[src/design/wind_sentence_parser_defines.svh]
// Assertion macros shared by the wind sentence parser modules.
`ifndef WIND_SENTENCE_PARSER_DEFINES_SVH
`define WIND_SENTENCE_PARSER_DEFINES_SVH

// Same-cycle implication, disabled while reset is asserted.
`define WSP_ASSERT_IMP(label, clk, rst_n, ante, cons, msg) \
    label: assert property (@(posedge clk) disable iff (!(rst_n)) (ante) |-> (cons)) \
        else $error(msg);

// Next-cycle implication, disabled while reset is asserted.
`define WSP_ASSERT_NXT(label, clk, rst_n, ante, cons, msg) \
    label: assert property (@(posedge clk) disable iff (!(rst_n)) (ante) |=> (cons)) \
        else $error(msg);

`endif

[src/design/wsp_pkg.sv]
// Shared types and constants of the wind sentence parser.
package wsp_pkg;

    localparam int unsigned MAX_MESSAGE_BYTES = 64;

    localparam int unsigned MSG_LEN_W    = 7;
    localparam int unsigned SPEED_W      = 14;
    localparam int unsigned HEADING_W    = 9;
    localparam int unsigned STATE_W      = 4;
    localparam int unsigned TEMP_W       = 15;

    localparam logic [MSG_LEN_W-1:0] MSG_LEN_RESET = 7'd35;

    // Sentence characters
    localparam logic [7:0] CHAR_COMMA  = 8'h2C;
    localparam logic [7:0] CHAR_DOLLAR = 8'h24;
    localparam logic [7:0] CHAR_W      = 8'h57;
    localparam logic [7:0] CHAR_I      = 8'h49;
    localparam logic [7:0] CHAR_MINUS  = 8'h2D;
    localparam logic [7:0] CHAR_PLUS   = 8'h2B;
    localparam logic [7:0] CHAR_ZERO   = 8'h30;
    localparam logic [7:0] CHAR_NINE   = 8'h39;

    // Result queue between the parser and the output channel
    localparam int unsigned RES_DEPTH = 2;
    localparam int unsigned RES_PTR_W = $clog2(RES_DEPTH);
    localparam int unsigned RES_CNT_W = $clog2(RES_DEPTH + 1);

    typedef logic [MSG_LEN_W-1:0] t_msg_len;

    typedef struct packed {
        logic [SPEED_W-1:0]          wind_speed_tenths;
        logic signed [HEADING_W-1:0] heading_deg;
        logic [STATE_W-1:0]          sensor_state;
        logic signed [TEMP_W-1:0]    temperature_tenths;
        logic                        format_error;
    } t_result;

    typedef struct packed {
        logic    valid;
        t_result result;
    } t_push;

endpackage

[src/design/wsp_ifs.sv]
// Channel interfaces of the wind sentence parser: byte input, result output, config.
interface wsp_in_if;
    logic       valid;
    logic       ready;
    logic [7:0] data_byte;
    logic       last_byte;

    modport source (output valid, output data_byte, output last_byte, input ready);
    modport sink   (input valid, input data_byte, input last_byte, output ready);
endinterface

interface wsp_out_if;
    logic                                 valid;
    logic                                 ready;
    logic [wsp_pkg::SPEED_W-1:0]          wind_speed_tenths;
    logic signed [wsp_pkg::HEADING_W-1:0] heading_deg;
    logic [wsp_pkg::STATE_W-1:0]          sensor_state;
    logic signed [wsp_pkg::TEMP_W-1:0]    temperature_tenths;
    logic                                 format_error;

    modport source (output valid, output wind_speed_tenths, output heading_deg,
                    output sensor_state, output temperature_tenths,
                    output format_error, input ready);
    modport sink   (input valid, input wind_speed_tenths, input heading_deg,
                    input sensor_state, input temperature_tenths,
                    input format_error, output ready);
endinterface

interface wsp_cfg_if;
    logic                   valid;
    logic                   ready;
    wsp_pkg::t_msg_len      message_length;

    modport source (output valid, output message_length, input ready);
    modport sink   (input valid, input message_length, output ready);
endinterface

[src/design/wind_sentence_parser.sv]
// Top level of the wind sentence parser.
//
//  channel   dir  handshake      payload
//  i_in      in   valid/ready    data_byte[7:0], last_byte
//  o_out     out  valid/ready    wind_speed_tenths, heading_deg, sensor_state,
//                                temperature_tenths, format_error
//  i_cfg     in   valid/ready    message_length[6:0] (ready always high)
//
// One byte is taken per cycle while the result queue has space; a result is
// registered into the result queue when its last byte is accepted. The
// per-byte update is a single pass of counters and a multiply-by-ten step
// between the sentence registers and the result queue. A two-entry result
// queue lets bytes keep flowing while a result waits; i_in.ready drops only
// while both entries are occupied. Reset is synchronous and active low, and
// message length returns to 35.
module wind_sentence_parser (
    input  logic      i_clk,
    input  logic      i_rst_n,
    wsp_in_if.sink    i_in,
    wsp_out_if.source o_out,
    wsp_cfg_if.sink   i_cfg
);

    wsp_pkg::t_msg_len r_message_length;
    wsp_pkg::t_push    push;
    wsp_pkg::t_result  result;
    logic              queue_space;
    logic              in_accept;

    assign i_cfg.ready = 1'b1;
    assign i_in.ready  = queue_space;
    assign in_accept   = i_in.valid && queue_space;

    // Latch the configured sentence length
    always_ff @(posedge i_clk) begin
        if (!i_rst_n) begin
            r_message_length <= wsp_pkg::MSG_LEN_RESET;
        end else if (i_cfg.valid) begin
            r_message_length <= i_cfg.message_length;
        end
    end

    wsp_parse u_parse (
        .i_clk            (i_clk),
        .i_rst_n          (i_rst_n),
        .i_accept         (in_accept),
        .i_data_byte      (i_in.data_byte),
        .i_last_byte      (i_in.last_byte),
        .i_message_length (r_message_length),
        .o_push           (push)
    );

    wsp_res_queue u_queue (
        .i_clk    (i_clk),
        .i_rst_n  (i_rst_n),
        .i_push   (push),
        .o_space  (queue_space),
        .o_valid  (o_out.valid),
        .i_ready  (o_out.ready),
        .o_result (result)
    );

    // Spread the result onto the output channel
    assign o_out.wind_speed_tenths  = result.wind_speed_tenths;
    assign o_out.heading_deg        = result.heading_deg;
    assign o_out.sensor_state       = result.sensor_state;
    assign o_out.temperature_tenths = result.temperature_tenths;
    assign o_out.format_error       = result.format_error;

endmodule

[src/design/wsp_parse.sv]
// Per-byte sentence state update and result formation on the last byte.
`include "wind_sentence_parser_defines.svh"

module wsp_parse (
    input  logic               i_clk,
    input  logic               i_rst_n,
    input  logic               i_accept,
    input  logic [7:0]         i_data_byte,
    input  logic               i_last_byte,
    input  wsp_pkg::t_msg_len  i_message_length,
    output wsp_pkg::t_push     o_push
);

    localparam logic [2:0] FIELD_SPEED   = 3'd1;
    localparam logic [2:0] FIELD_HEADING = 3'd2;
    localparam logic [2:0] FIELD_STATE   = 3'd3;
    localparam logic [2:0] FIELD_TEMP    = 3'd4;
    localparam logic [2:0] COMMA_MAX     = 3'd7;

    localparam logic [5:0] BSC_MAX       = 6'd63;
    localparam logic [5:0] TEMP_TAIL     = 6'd6;
    localparam logic [6:0] BYTE_CNT_MAX  = 7'd127;
    localparam logic [6:0] HEADER_BYTES  = 7'd3;
    localparam logic [6:0] MSG_LEN_MAX   = 7'(wsp_pkg::MAX_MESSAGE_BYTES);

    localparam logic [9:0]  HDG_CLAMP    = 10'd360;
    localparam logic [9:0]  HDG_WRAP     = 10'd180;
    localparam logic signed [10:0] HDG_TURN = 11'sd360;

    // Last digit offset of each field after its comma
    function automatic logic [5:0] field_end(input logic [2:0] field);
        logic [5:0] off;
        unique case (field)
            FIELD_SPEED:   off = 6'd9;
            FIELD_HEADING: off = 6'd3;
            FIELD_STATE:   off = 6'd1;
            FIELD_TEMP:    off = 6'd6;
            default:       off = 6'd0;
        endcase
        return off;
    endfunction

    logic [6:0]  r_byte_count, n_byte_count, u_byte_count;
    logic [2:0]  r_comma_count, n_comma_count, u_comma_count;
    logic [5:0]  r_bsc, n_bsc, u_bsc;
    logic        r_header_ok, n_header_ok, u_header_ok;
    logic [13:0] r_speed, n_speed, u_speed;
    logic [9:0]  r_heading, n_heading, u_heading;
    logic [3:0]  r_state_digit, n_state_digit, u_state_digit;
    logic [13:0] r_temp, n_temp, u_temp;
    logic        r_temp_neg, n_temp_neg, u_temp_neg;
    logic        r_error, n_error, u_error;

    logic        is_digit;
    logic [3:0]  digit;
    logic [5:0]  pos;
    logic        matched;
    logic        fmt_err;
    logic [9:0]  hdg_clamped;
    logic signed [10:0] hdg_wrapped;
    logic signed [14:0] temp_mag;
    logic signed [14:0] temp_val;

    // Fold one byte into the sentence state
    always_comb begin
        is_digit = (i_data_byte >= wsp_pkg::CHAR_ZERO) && (i_data_byte <= wsp_pkg::CHAR_NINE);
        digit    = is_digit ? i_data_byte[3:0] : 4'd0;
        pos      = (r_bsc < BSC_MAX) ? 6'(r_bsc + 6'd1) : r_bsc;

        u_byte_count  = (r_byte_count < BYTE_CNT_MAX) ? 7'(r_byte_count + 7'd1)
                                                      : r_byte_count;
        u_comma_count = r_comma_count;
        u_bsc         = r_bsc;
        u_header_ok   = r_header_ok;
        u_speed       = r_speed;
        u_heading     = r_heading;
        u_state_digit = r_state_digit;
        u_temp        = r_temp;
        u_temp_neg    = r_temp_neg;
        u_error       = r_error;

        // Check the three header bytes
        if ((r_byte_count == 7'd0) && (i_data_byte != wsp_pkg::CHAR_DOLLAR))
            u_header_ok = 1'b0;
        if ((r_byte_count == 7'd1) && (i_data_byte != wsp_pkg::CHAR_W))
            u_header_ok = 1'b0;
        if ((r_byte_count == 7'd2) && (i_data_byte != wsp_pkg::CHAR_I))
            u_header_ok = 1'b0;

        if (i_data_byte == wsp_pkg::CHAR_COMMA) begin
            // Flag a field cut short by an early comma
            if ((r_comma_count >= FIELD_SPEED) && (r_comma_count <= FIELD_TEMP) &&
                (r_bsc < field_end(r_comma_count))) begin
                u_error = 1'b1;
            end
            if (r_comma_count < COMMA_MAX) begin
                u_comma_count = 3'(r_comma_count + 3'd1);
            end
            u_bsc = 6'd0;
        end else begin
            u_bsc = pos;
            case (r_comma_count)
                FIELD_SPEED: begin
                    if (pos inside {6'd5, 6'd6, 6'd7, 6'd9}) begin
                        u_speed = 14'((r_speed << 3) + (r_speed << 1) + 14'(digit));
                        if (!is_digit) u_error = 1'b1;
                    end
                end
                FIELD_HEADING: begin
                    if ((pos >= 6'd1) && (pos <= 6'd3)) begin
                        u_heading = 10'((r_heading << 3) + (r_heading << 1) + 10'(digit));
                        if (!is_digit) u_error = 1'b1;
                    end
                end
                FIELD_STATE: begin
                    if (pos == 6'd1) begin
                        u_state_digit = digit;
                        if (!is_digit) u_error = 1'b1;
                    end
                end
                FIELD_TEMP: begin
                    if (pos == 6'd1) begin
                        u_temp_neg = (i_data_byte == wsp_pkg::CHAR_MINUS);
                    end else if (pos inside {6'd2, 6'd3, 6'd4, 6'd6}) begin
                        u_temp = 14'((r_temp << 3) + (r_temp << 1) + 14'(digit));
                        if (!is_digit) u_error = 1'b1;
                    end
                end
                default: begin
                end
            endcase
        end
    end

    // Judge the finished sentence and shape its fields
    always_comb begin
        matched = u_header_ok && (u_byte_count >= HEADER_BYTES) &&
                  (i_message_length >= 7'd1) &&
                  (i_message_length <= MSG_LEN_MAX) &&
                  (u_byte_count == i_message_length);
        fmt_err = u_error || (u_comma_count < FIELD_TEMP) ||
                  ((u_comma_count == FIELD_TEMP) && (u_bsc < TEMP_TAIL));

        hdg_clamped = (u_heading > HDG_CLAMP) ? HDG_CLAMP : u_heading;
        hdg_wrapped = (hdg_clamped >= HDG_WRAP)
                    ? $signed({1'b0, hdg_clamped}) - HDG_TURN
                    : $signed({1'b0, hdg_clamped});
        temp_mag    = $signed({1'b0, u_temp});
        temp_val    = u_temp_neg ? -temp_mag : temp_mag;

        o_push.valid = i_accept && i_last_byte && matched;
        if (fmt_err) begin
            o_push.result.wind_speed_tenths  = '0;
            o_push.result.heading_deg        = '0;
            o_push.result.sensor_state       = '0;
            o_push.result.temperature_tenths = '0;
            o_push.result.format_error       = 1'b1;
        end else begin
            o_push.result.wind_speed_tenths  = u_speed;
            o_push.result.heading_deg        = hdg_wrapped[8:0];
            o_push.result.sensor_state       = u_state_digit;
            o_push.result.temperature_tenths = temp_val;
            o_push.result.format_error       = 1'b0;
        end
    end

    // Clear the sentence state after every last byte
    always_comb begin
        if (i_last_byte) begin
            n_byte_count  = '0;
            n_comma_count = '0;
            n_bsc         = '0;
            n_header_ok   = 1'b1;
            n_speed       = '0;
            n_heading     = '0;
            n_state_digit = '0;
            n_temp        = '0;
            n_temp_neg    = 1'b0;
            n_error       = 1'b0;
        end else begin
            n_byte_count  = u_byte_count;
            n_comma_count = u_comma_count;
            n_bsc         = u_bsc;
            n_header_ok   = u_header_ok;
            n_speed       = u_speed;
            n_heading     = u_heading;
            n_state_digit = u_state_digit;
            n_temp        = u_temp;
            n_temp_neg    = u_temp_neg;
            n_error       = u_error;
        end
    end

    // Advance the state on each accepted byte
    always_ff @(posedge i_clk) begin
        if (!i_rst_n) begin
            r_byte_count  <= '0;
            r_comma_count <= '0;
            r_bsc         <= '0;
            r_header_ok   <= 1'b1;
            r_speed       <= '0;
            r_heading     <= '0;
            r_state_digit <= '0;
            r_temp        <= '0;
            r_temp_neg    <= 1'b0;
            r_error       <= 1'b0;
        end else if (i_accept) begin
            r_byte_count  <= n_byte_count;
            r_comma_count <= n_comma_count;
            r_bsc         <= n_bsc;
            r_header_ok   <= n_header_ok;
            r_speed       <= n_speed;
            r_heading     <= n_heading;
            r_state_digit <= n_state_digit;
            r_temp        <= n_temp;
            r_temp_neg    <= n_temp_neg;
            r_error       <= n_error;
        end
    end

    `WSP_ASSERT_NXT(a_clear_after_last, i_clk, i_rst_n, i_accept && i_last_byte,
        (r_byte_count == 7'd0) && (r_comma_count == 3'd0) && r_header_ok && !r_error,
        "sentence state not cleared after last byte")

    `WSP_ASSERT_IMP(a_push_needs_last, i_clk, i_rst_n, o_push.valid,
        i_accept && i_last_byte && (u_byte_count == i_message_length),
        "result pushed without a matching last byte")

    `WSP_ASSERT_IMP(a_error_zeroes, i_clk, i_rst_n,
        o_push.valid && o_push.result.format_error,
        (o_push.result.wind_speed_tenths == '0) && (o_push.result.heading_deg == '0) &&
        (o_push.result.sensor_state == '0) && (o_push.result.temperature_tenths == '0),
        "format error result carries nonzero fields")

endmodule

[src/design/wsp_res_queue.sv]
// Two-entry result queue that decouples the parser from the output channel.
`include "wind_sentence_parser_defines.svh"

module wsp_res_queue (
    input  logic             i_clk,
    input  logic             i_rst_n,
    input  wsp_pkg::t_push   i_push,
    output logic             o_space,
    output logic             o_valid,
    input  logic             i_ready,
    output wsp_pkg::t_result o_result
);

    localparam logic [wsp_pkg::RES_CNT_W-1:0] CNT_FULL =
        wsp_pkg::RES_CNT_W'(wsp_pkg::RES_DEPTH);
    localparam logic [wsp_pkg::RES_PTR_W-1:0] PTR_LAST =
        wsp_pkg::RES_PTR_W'(wsp_pkg::RES_DEPTH - 1);

    wsp_pkg::t_result                r_mem [wsp_pkg::RES_DEPTH];
    logic [wsp_pkg::RES_PTR_W-1:0]   r_wr_ptr, n_wr_ptr;
    logic [wsp_pkg::RES_PTR_W-1:0]   r_rd_ptr, n_rd_ptr;
    logic [wsp_pkg::RES_CNT_W-1:0]   r_count, n_count;
    logic                            pop;

    function automatic logic [wsp_pkg::RES_PTR_W-1:0] RES_PTR_INC(
        input logic [wsp_pkg::RES_PTR_W-1:0] ptr);
        return wsp_pkg::RES_PTR_W'(ptr + 1'b1);
    endfunction

    // Drive the handshake and pointer updates
    always_comb begin
        o_space  = (r_count != CNT_FULL);
        o_valid  = (r_count != '0);
        pop      = o_valid && i_ready;
        n_wr_ptr = r_wr_ptr;
        n_rd_ptr = r_rd_ptr;
        n_count  = r_count;
        if (i_push.valid) begin
            n_wr_ptr = (r_wr_ptr == PTR_LAST) ? '0 : RES_PTR_INC(r_wr_ptr);
        end
        if (pop) begin
            n_rd_ptr = (r_rd_ptr == PTR_LAST) ? '0 : RES_PTR_INC(r_rd_ptr);
        end
        case ({i_push.valid, pop})
            2'b10:   n_count = wsp_pkg::RES_CNT_W'(r_count + 1'b1);
            2'b01:   n_count = wsp_pkg::RES_CNT_W'(r_count - 1'b1);
            default: n_count = r_count;
        endcase
    end

    assign o_result = r_mem[r_rd_ptr];

    // Hold results until taken
    always_ff @(posedge i_clk) begin
        if (i_push.valid) begin
            r_mem[r_wr_ptr] <= i_push.result;
        end
    end

    always_ff @(posedge i_clk) begin
        if (!i_rst_n) begin
            r_wr_ptr <= '0;
            r_rd_ptr <= '0;
            r_count  <= '0;
        end else begin
            r_wr_ptr <= n_wr_ptr;
            r_rd_ptr <= n_rd_ptr;
            r_count  <= n_count;
        end
    end

    `WSP_ASSERT_IMP(a_no_overflow, i_clk, i_rst_n, i_push.valid, r_count != CNT_FULL,
        "result pushed into a full queue")

    `WSP_ASSERT_NXT(a_count_tracks, i_clk, i_rst_n, i_push.valid && !pop,
        r_count == wsp_pkg::RES_CNT_W'($past(r_count) + 1'b1),
        "queue count did not advance on push")

endmodule
[src/flat_wrapper.sv]
// flat-port wrapper written by rule: the top's interface ports become plain ports
module wind_sentence_parser_flat 
  (i_clk, i_rst_n, i_in_valid, i_in_data_byte, i_in_last_byte, i_in_ready, o_out_valid, o_out_wind_speed_tenths, o_out_heading_deg, o_out_sensor_state, o_out_temperature_tenths, o_out_format_error, o_out_ready, i_cfg_valid, i_cfg_message_length, i_cfg_ready);
  wsp_in_if i_in_i ();
  wsp_out_if o_out_i ();
  wsp_cfg_if i_cfg_i ();
  input  logic i_clk;
  input  logic i_rst_n;
  input wire logic [$bits(i_in_i.valid)-1:0] i_in_valid;
  input wire logic [$bits(i_in_i.data_byte)-1:0] i_in_data_byte;
  input wire logic [$bits(i_in_i.last_byte)-1:0] i_in_last_byte;
  output wire logic [$bits(i_in_i.ready)-1:0] i_in_ready;
  output wire logic [$bits(o_out_i.valid)-1:0] o_out_valid;
  output wire logic [$bits(o_out_i.wind_speed_tenths)-1:0] o_out_wind_speed_tenths;
  output wire logic [$bits(o_out_i.heading_deg)-1:0] o_out_heading_deg;
  output wire logic [$bits(o_out_i.sensor_state)-1:0] o_out_sensor_state;
  output wire logic [$bits(o_out_i.temperature_tenths)-1:0] o_out_temperature_tenths;
  output wire logic [$bits(o_out_i.format_error)-1:0] o_out_format_error;
  input wire logic [$bits(o_out_i.ready)-1:0] o_out_ready;
  input wire logic [$bits(i_cfg_i.valid)-1:0] i_cfg_valid;
  input wire logic [$bits(i_cfg_i.message_length)-1:0] i_cfg_message_length;
  output wire logic [$bits(i_cfg_i.ready)-1:0] i_cfg_ready;
  assign i_in_i.valid = i_in_valid;
  assign i_in_i.data_byte = i_in_data_byte;
  assign i_in_i.last_byte = i_in_last_byte;
  assign i_in_ready = i_in_i.ready;
  assign o_out_valid = o_out_i.valid;
  assign o_out_wind_speed_tenths = o_out_i.wind_speed_tenths;
  assign o_out_heading_deg = o_out_i.heading_deg;
  assign o_out_sensor_state = o_out_i.sensor_state;
  assign o_out_temperature_tenths = o_out_i.temperature_tenths;
  assign o_out_format_error = o_out_i.format_error;
  assign o_out_i.ready = o_out_ready;
  assign i_cfg_i.valid = i_cfg_valid;
  assign i_cfg_i.message_length = i_cfg_message_length;
  assign i_cfg_ready = i_cfg_i.ready;
  wind_sentence_parser u_core (.i_clk(i_clk), .i_rst_n(i_rst_n), .i_in(i_in_i), .o_out(o_out_i), .i_cfg(i_cfg_i));
endmodule
[config.mk]
export PLATFORM = sky130hd
export DESIGN_NAME = wind_sentence_parser_flat
export DESIGN_NICKNAME = d
export VERILOG_FILES = /design/src/design/wsp_pkg.sv /design/src/design/wsp_ifs.sv /design/src/design/wind_sentence_parser.sv /design/src/design/wsp_parse.sv /design/src/design/wsp_res_queue.sv /design/src/flat_wrapper.sv
export VERILOG_INCLUDE_DIRS = /design/src /design/src/design
export SDC_FILE = /design/constraint.sdc
export NUM_CORES = 1
export LEC_CHECK = 0
export ABC_AREA = 1
export BUFFER_PORTS_ARGS = -buffer_cell sky130_fd_sc_hd__buf_2
export CORE_ASPECT_RATIO = 2
export CORE_MARGIN = 4
export CORE_UTILIZATION = 55
export CTS_CLUSTER_DIAMETER = 80
export DETAILED_ROUTE_END_ITERATION = 12
export HOLD_SLACK_MARGIN = 0.15
export PLACE_DENSITY = 0.76
export SYNTH_ARGS = -nofsm -noshare
export SYNTH_HDL_FRONTEND = slang
export SYNTH_SLANG_ARGS = --single-unit
[constraint.sdc]
create_clock -name i_clk -period 4.4 [get_ports i_clk]
set_clock_uncertainty 0.1 [all_clocks]
set_input_delay 0.88 -clock i_clk [delete_from_list [all_inputs] [get_ports i_clk]]
set_output_delay 0.88 -clock i_clk [all_outputs]
set_load 0.05 [all_outputs]
Word-level counts from Yosys, hierarchy flattened
Memories as Yosys holds them, arrays and structs flattened. A register that Yosys moved wholly into a read port is not among the register bits. Cells that the tools add are included.

Bits in registers: 72. Bits in writable memories: 86. Input bits: 21. Output and inout port bits: 46. Word-level logic and storage cells: 151. Memories kept: 1.

Add/subtract/negate cells: 15. Magnitude comparators: 17. Equal/unequal tests: 24. Mux-type cells: 57. Reductions and logical operators: 23.

Memory list: u_core.u_queue.r_mem (depth 2, bits a word 43, read ports 1, clocked after Yosys merged registers in 1, wr ports 1, RTL line wsp_res_queue.sv:19) `wsp_pkg::t_result r_mem [wsp_pkg::RES_DEPTH];`.

Operator list (count): $mux 14 (9); $mux 10 (5); $mux 43 (1); $add 14x14->14 (2); $add 14x4->14 (2); $eq 6x3->1 const B (4); $mux 6 (4); $mux 1 (23); $mux 4 (5); $eq 8x6->1 const B (2); $logic_and 1x1->1 (16); $ne 8x7->1 const B (2); $pmux 4 s4 (1); $mux 15 (1); $neg 14->15 (1); $mux 7 (2); $eq 6x2->1 const B (2); $add 10x10->10 (1); $add 10x4->10 (1); $ge 10x8->1 const B (1); $gt 10x9->1 const B (1); $mux 3 (3); $mux 9 (1); $sub 9x9->9 const B (1); 38 further kinds (45).

Depth between registers and ports, before layout
Depth after elaboration: 12. Mapped depth: 28. Gate-level depth less buffers: 28.

Hierarchy
Synthesis repeated with hierarchy kept, for this count alone.

Cell total of the unflattened synthesis: 1202. Area total of the unflattened synthesis: 10226.1 sq um.

Modules (own cells, without submodules): wsp_parse (times used 1, cells an instance 990, area each 6388.6 sq um, seq. area each 1221.2 sq um); wsp_res_queue (times used 1, cells an instance 170, area each 3543.4 sq um, seq. area each 2682.6 sq um); wind_sentence_parser (times used 1, cells an instance 42, area each 294.0 sq um, seq. area each 140.1 sq um).

Least setup slack after synthesis
Ideal clock, no wire load.

Path kind: reg-to-reg. From: reg u_core.u_parse.r_byte_count[0]. To: mem u_core.u_queue.r_mem[0][0] in the netlist's numbering (enable). Setup time: 0.444 ns. Arrival time: 3.811 ns. Data required time: 3.856 ns. Path slack: 0.046 ns. Cell stages (with the launch flop): 13. Period minus slack after synthesis: 4.354 ns. Path through: dfxtp_1 > inv_1 > nor3_1 > nand2_1 > nor2_1 > inv_1 > o21ai_0 > nor2_1 > nor4_1 > nand3_1 > nor3_1 > nand3_1 > nor2_1.

Longest elaborated chain between the ends: 12. Elaborated cells on any way between the ends: 21. Those cells by class: add/sub: 1; order compare: 2; eq/ne: 3; mux: 6; reduce/logical: 9.

RTL lines: start: declaration (RTL line wsp_parse.sv:43) `logic [6:0] r_byte_count, n_byte_count, u_byte_count;`; start signal: assignment (RTL line wsp_parse.sv:208) `r_byte_count <= n_byte_count;`; branches (longest 8 deep; another with $add 7x1->7); $logic_and 1x1->1 (*) (RTL line wsp_parse.sv:139) `(i_message_length <= MSG_LEN_MAX) &&`; $logic_and 1x1->1 (*) (RTL line wsp_parse.sv:151) `o_push.valid = i_accept && i_last_byte && matched;`; $mux 1 (*) (RTL line wsp_res_queue.sv:55) `if (i_push.valid) begin`; $mux 1 (implied by the code) (*) (RTL line wsp_res_queue.sv:56) `r_mem[r_wr_ptr] <= i_push.result;`; end: declaration (RTL line wsp_res_queue.sv:19).

Mark *: on every way between the ends.

==> impl_metrics.csv <==
group,metric,value,unit
logic_synthesis,synth-compound-area-share,0.115,
global_route,met2_usage,0.504,
logic_synthesis,ys_async_sr_fraction,0,
critical_path,path_buf_inv,3,
timing,hold_viol,0,
global_route,grt_usage,0.242,
floorplanning,dieArea,20800,um2
layout,final_layout_size_suffix_gt1_frac,0.204,
placed_design,hpwlAfterDp,18300,um
detailed_routing,antenna_left,0,
critical_path,arrival,4080,ps
critical_path,rr_startpoint,"u_core.u_parse.r_byte_count[0]$_SDFFE_PN0P_",
critical_path,reg2reg_depth,18,
timing,timing.fmax,251,MHz
clock_network,numCtsBuffers,17,
critical_path,rrSetupSlack,510,ps
detailed_routing,vias_per_cell,5.55,
timing,worst_hold_slack,360,ps
detailed_routing,drc,0,
clock_network,clk_pin_slew,60,ps
logic_synthesis,synth_simple_gate_area_frac,0.232,
min_path,hold_class,"reg2reg",
critical_path,reg2reg_to,"u_core.u_queue.r_count[1]$_SDFFE_PN0P_",
logic_synthesis,synth_mux_area_frac,0.0479,
logic_synthesis,yosys.area.top_type_share,0.255,
timing,slew_headroom,0.336,
logic_synthesis,yosys.cell_count.top_type,"nand2_1",
logic_synthesis,syn-cell-area,10100,um2
critical_path,cp_top_family,"simple AND/OR/NAND/NOR gates",
critical_path,cpPeakStageDelay,450,ps
logic_synthesis,ys_ff_latch,159,
logic_synthesis,ys_types,57,
critical_path,cp-start-kind,"input pin",
global_route,grt_busiest_layer,"met2",
logic_synthesis,synthAdderAreaFrac,0.105,
clock_network,holdBufCountCts,0,
timing,maxSlewViolCount,0,
logic_synthesis,yosysWarnings,0,
timing,layout_min_cycle_time,3990,ps
floorplanning,pin_count,67,
floorplanning,start_util,0.563,
critical_path,cp.required,4490,ps
clock_network,cts.sinks,159,
placed_design,portBuffers,65,
critical_path,crit_fanout,9,
clock_network,clk_latency,440,ps
critical_path,critical_path.startpoint,"i_in_data_byte[7]",
detailed_routing,totalWireLength,24600,um
floorplanning,die_x,104,um
logic_synthesis,yosys-top-cells-area,"edfxtp_1 26%, dfxtp_1 14%, nand2_1 9.5%",
logic_synthesis,synth_common_cells,"257 x nand2_1, 125 x inv_1, 104 x nor2_1, 102 x a21oi_1, 86 x edfxtp_1",
critical_path,cpMostUsedCell,"nand2_1",
layout,nNetsFinal,1396,
detailed_routing,route.detailed.wl_per_inst,16.2,um
pwr,p_leak,4.88,nW
floorplanning,core-area,18000,um2
global_route,antenna_found_initial,0,
logic_synthesis,syn_inst,1208,
floorplanning,core.rowCount,69,
global_route,grt_pass1_wl,40200,um
pwr,vdd_drop_max,0.000246,V
detailed_routing,drtIter0Drc,393,
logic_synthesis,yosys_most_used_dff,"edfxtp_1",
timing,setup_viol,0,
critical_path,crit_path_end_kind,"flip-flop",
flow_run,max-cap-violations,0,
logic_synthesis,avgSynthCellArea,8.37,um2
global_route,met3_usage,0.0328,
critical_path,criticalPathCategory,"in2reg",
pwr,pwr_density_cell,270,nW/um2
logic_synthesis,seq_area_frac_synth,0.400,
global_route,overflow,0,
layout,nFillCells,1533,
timing,tightest_slew,996,ps
detailed_routing,num_vias,8440,
logic_synthesis,synth_nets,1310,
logic_synthesis,synth_top_family_by_area,"simple AND/OR/NAND/NOR gates",
logic_synthesis,netlist.top_cell.by_area,"edfxtp_1",
clock_network,cts_max_path_buffers,2,
global_route,grt_max_degree,56,
run_status,outcome,"finished clean",
clock_network,cts_tree,"done",
layout,diodes,0,
layout,area_delta_synth_final,12.9,%
logic_synthesis,synth-edff-count,86,
layout,multi_input_area,5410,um2
placed_design,gp_congestion,0.945,
global_route,grt_pass1_vias,8626,
floorplanning,die_height,200,um
logic_synthesis,synth_xor_area_frac,0.0320,
layout,register_area,4050,um2
clock_network,root_buffer,"clkbuf_16",
critical_path,cp-endpoint,"u_core.u_queue.r_mem[0][24]$_DFFE_PP_",
global_route,grt_use_met1,0.220,
timing,period_share,0.907,
critical_path,worst_path_max_delay_cell,"fa_1",
detailed_routing,drtPass1Iterations,5,
clock_network,cts-htree-levels,4,
critical_path,crit_cells,28,
timing,fin_tns_setup,0,ps
-- stage by stage --
stage / util / area, um2 / power (mW) / setup WS [ps] / cells
2_1_floorplan: - / 10100 / 1.66 / 45.8 / 1208
3_3_place_gp: 0.604 / 10800 / 1.70 / 28.2 / 1486
3_5_place_dp: 0.604 / 10800 / 1.70 / -54.5 / 1486
4_1_cts: 0.635 / 11400 / 3.09 / 34.7 / 1518
5_1_grt: 0.636 / 11400 / 3.16 / -0.912 / 1520
6_report: 0.636 / 11400 / 3.09 / 409 / 1520
-- power by group --
group          internal (mW)  switching [mW]
Clock                  0.829           0.591
Sequential              1.55         0.00472
Combinational         0.0312          0.0753
Total                   2.41           0.671
-- metal layers --
| metal | vias to the layer above | wire length [um] |
|---|---|---|
| li1 | 4215 | - |
| met1 | 3934 | 8330 |
| met2 | 221 | 14400 |
| met3 | 70 | 879 |
| met4 | 0 | 995 |
| met5 | - | 0 |
-- cells by family after synthesis --
logic type,count (synthesis)
buffers and inverters,172
AND/OR/NAND/NOR,510
XOR/XNOR,37
flip-flops,159
multiplexers,43
other,1
adder cells (fa/ha/maj),81
AO/OA/AOI/OAI,205
-- flip-flops by register name, indices dropped and copies added (netlist names), 2 cells and up, named ones only --
signal                        flops
u_core.u_parse.r_comma_count      3
u_core.u_parse.r_speed           14
u_core.u_parse.r_heading         10
u_core.u_queue.r_count            2
u_core.u_parse.r_temp            14
u_core.u_parse.r_byte_count       7
u_core.u_queue.r_mem             86
u_core.u_parse.r_state_digit      4
u_core.u_parse.r_bsc              6
u_core.r_message_length           7
-- worst min path at each step --
stage / cells after the start / to / slack, ps / startpoint
after floorplan: 1 / flip-flop / 330 / u_core.u_queue.r_rd_ptr$_SDFFE_PN0P_
after global placement: 1 / u_core.u_queue.r_rd_ptr$_SDFFE_PN0P_ / 340 / u_core.u_queue.r_rd_ptr$_SDFFE_PN0P_
after detailed placement: 1 / u_core.u_queue.r_rd_ptr$_SDFFE_PN0P_ / 350 / u_core.u_queue.r_rd_ptr$_SDFFE_PN0P_
after CTS: 1 / u_core.u_queue.r_rd_ptr$_SDFFE_PN0P_ / 360 / u_core.u_queue.r_rd_ptr$_SDFFE_PN0P_
after global routing: 2 / u_core.u_parse.r_speed[13]$_SDFFE_PN0P_ / 380 / u_core.u_parse.r_speed[13]$_SDFFE_PN0P_
final: 1 / u_core.u_queue.r_rd_ptr$_SDFFE_PN0P_ / 360 / u_core.u_queue.r_rd_ptr$_SDFFE_PN0P_
-- repair_timing --
| action | 4_1_cts | 5_1_grt |
|---|---|---|
| endpoints found under the setup margin | 0 | 23 |
| buffers inserted | 0 | 2 |
| resized for setup | 0 | 4 |
-- layout make-up --
type                    count  area share
clock inverters            12      0.0106
flip-flops and latches    159       0.354
clock buffers              20      0.0382
well taps                 213      0.0233
inverters                 137      0.0452
multi-input cells         877       0.473
repair buffers            102      0.0550
-- placed cells by master (no fill, tap or decap), types with 35 or more instances in the layout --
| cell type | instances |
|---|---|
| edfxtp_1 | 86 |
| mux2_2 | 43 |
| dfxtp_1 | 72 |
| a21oi_1 | 102 |
| nand2_1 | 256 |
| nor2_1 | 99 |
| inv_1 | 124 |
| nand3_1 | 52 |
| buf_2 | 65 |
| ha_1 | 75 |
| o21ai_0 | 50 |
| buf_4 | 35 |
Note: power is estimated with default switching activity, not from simulation.
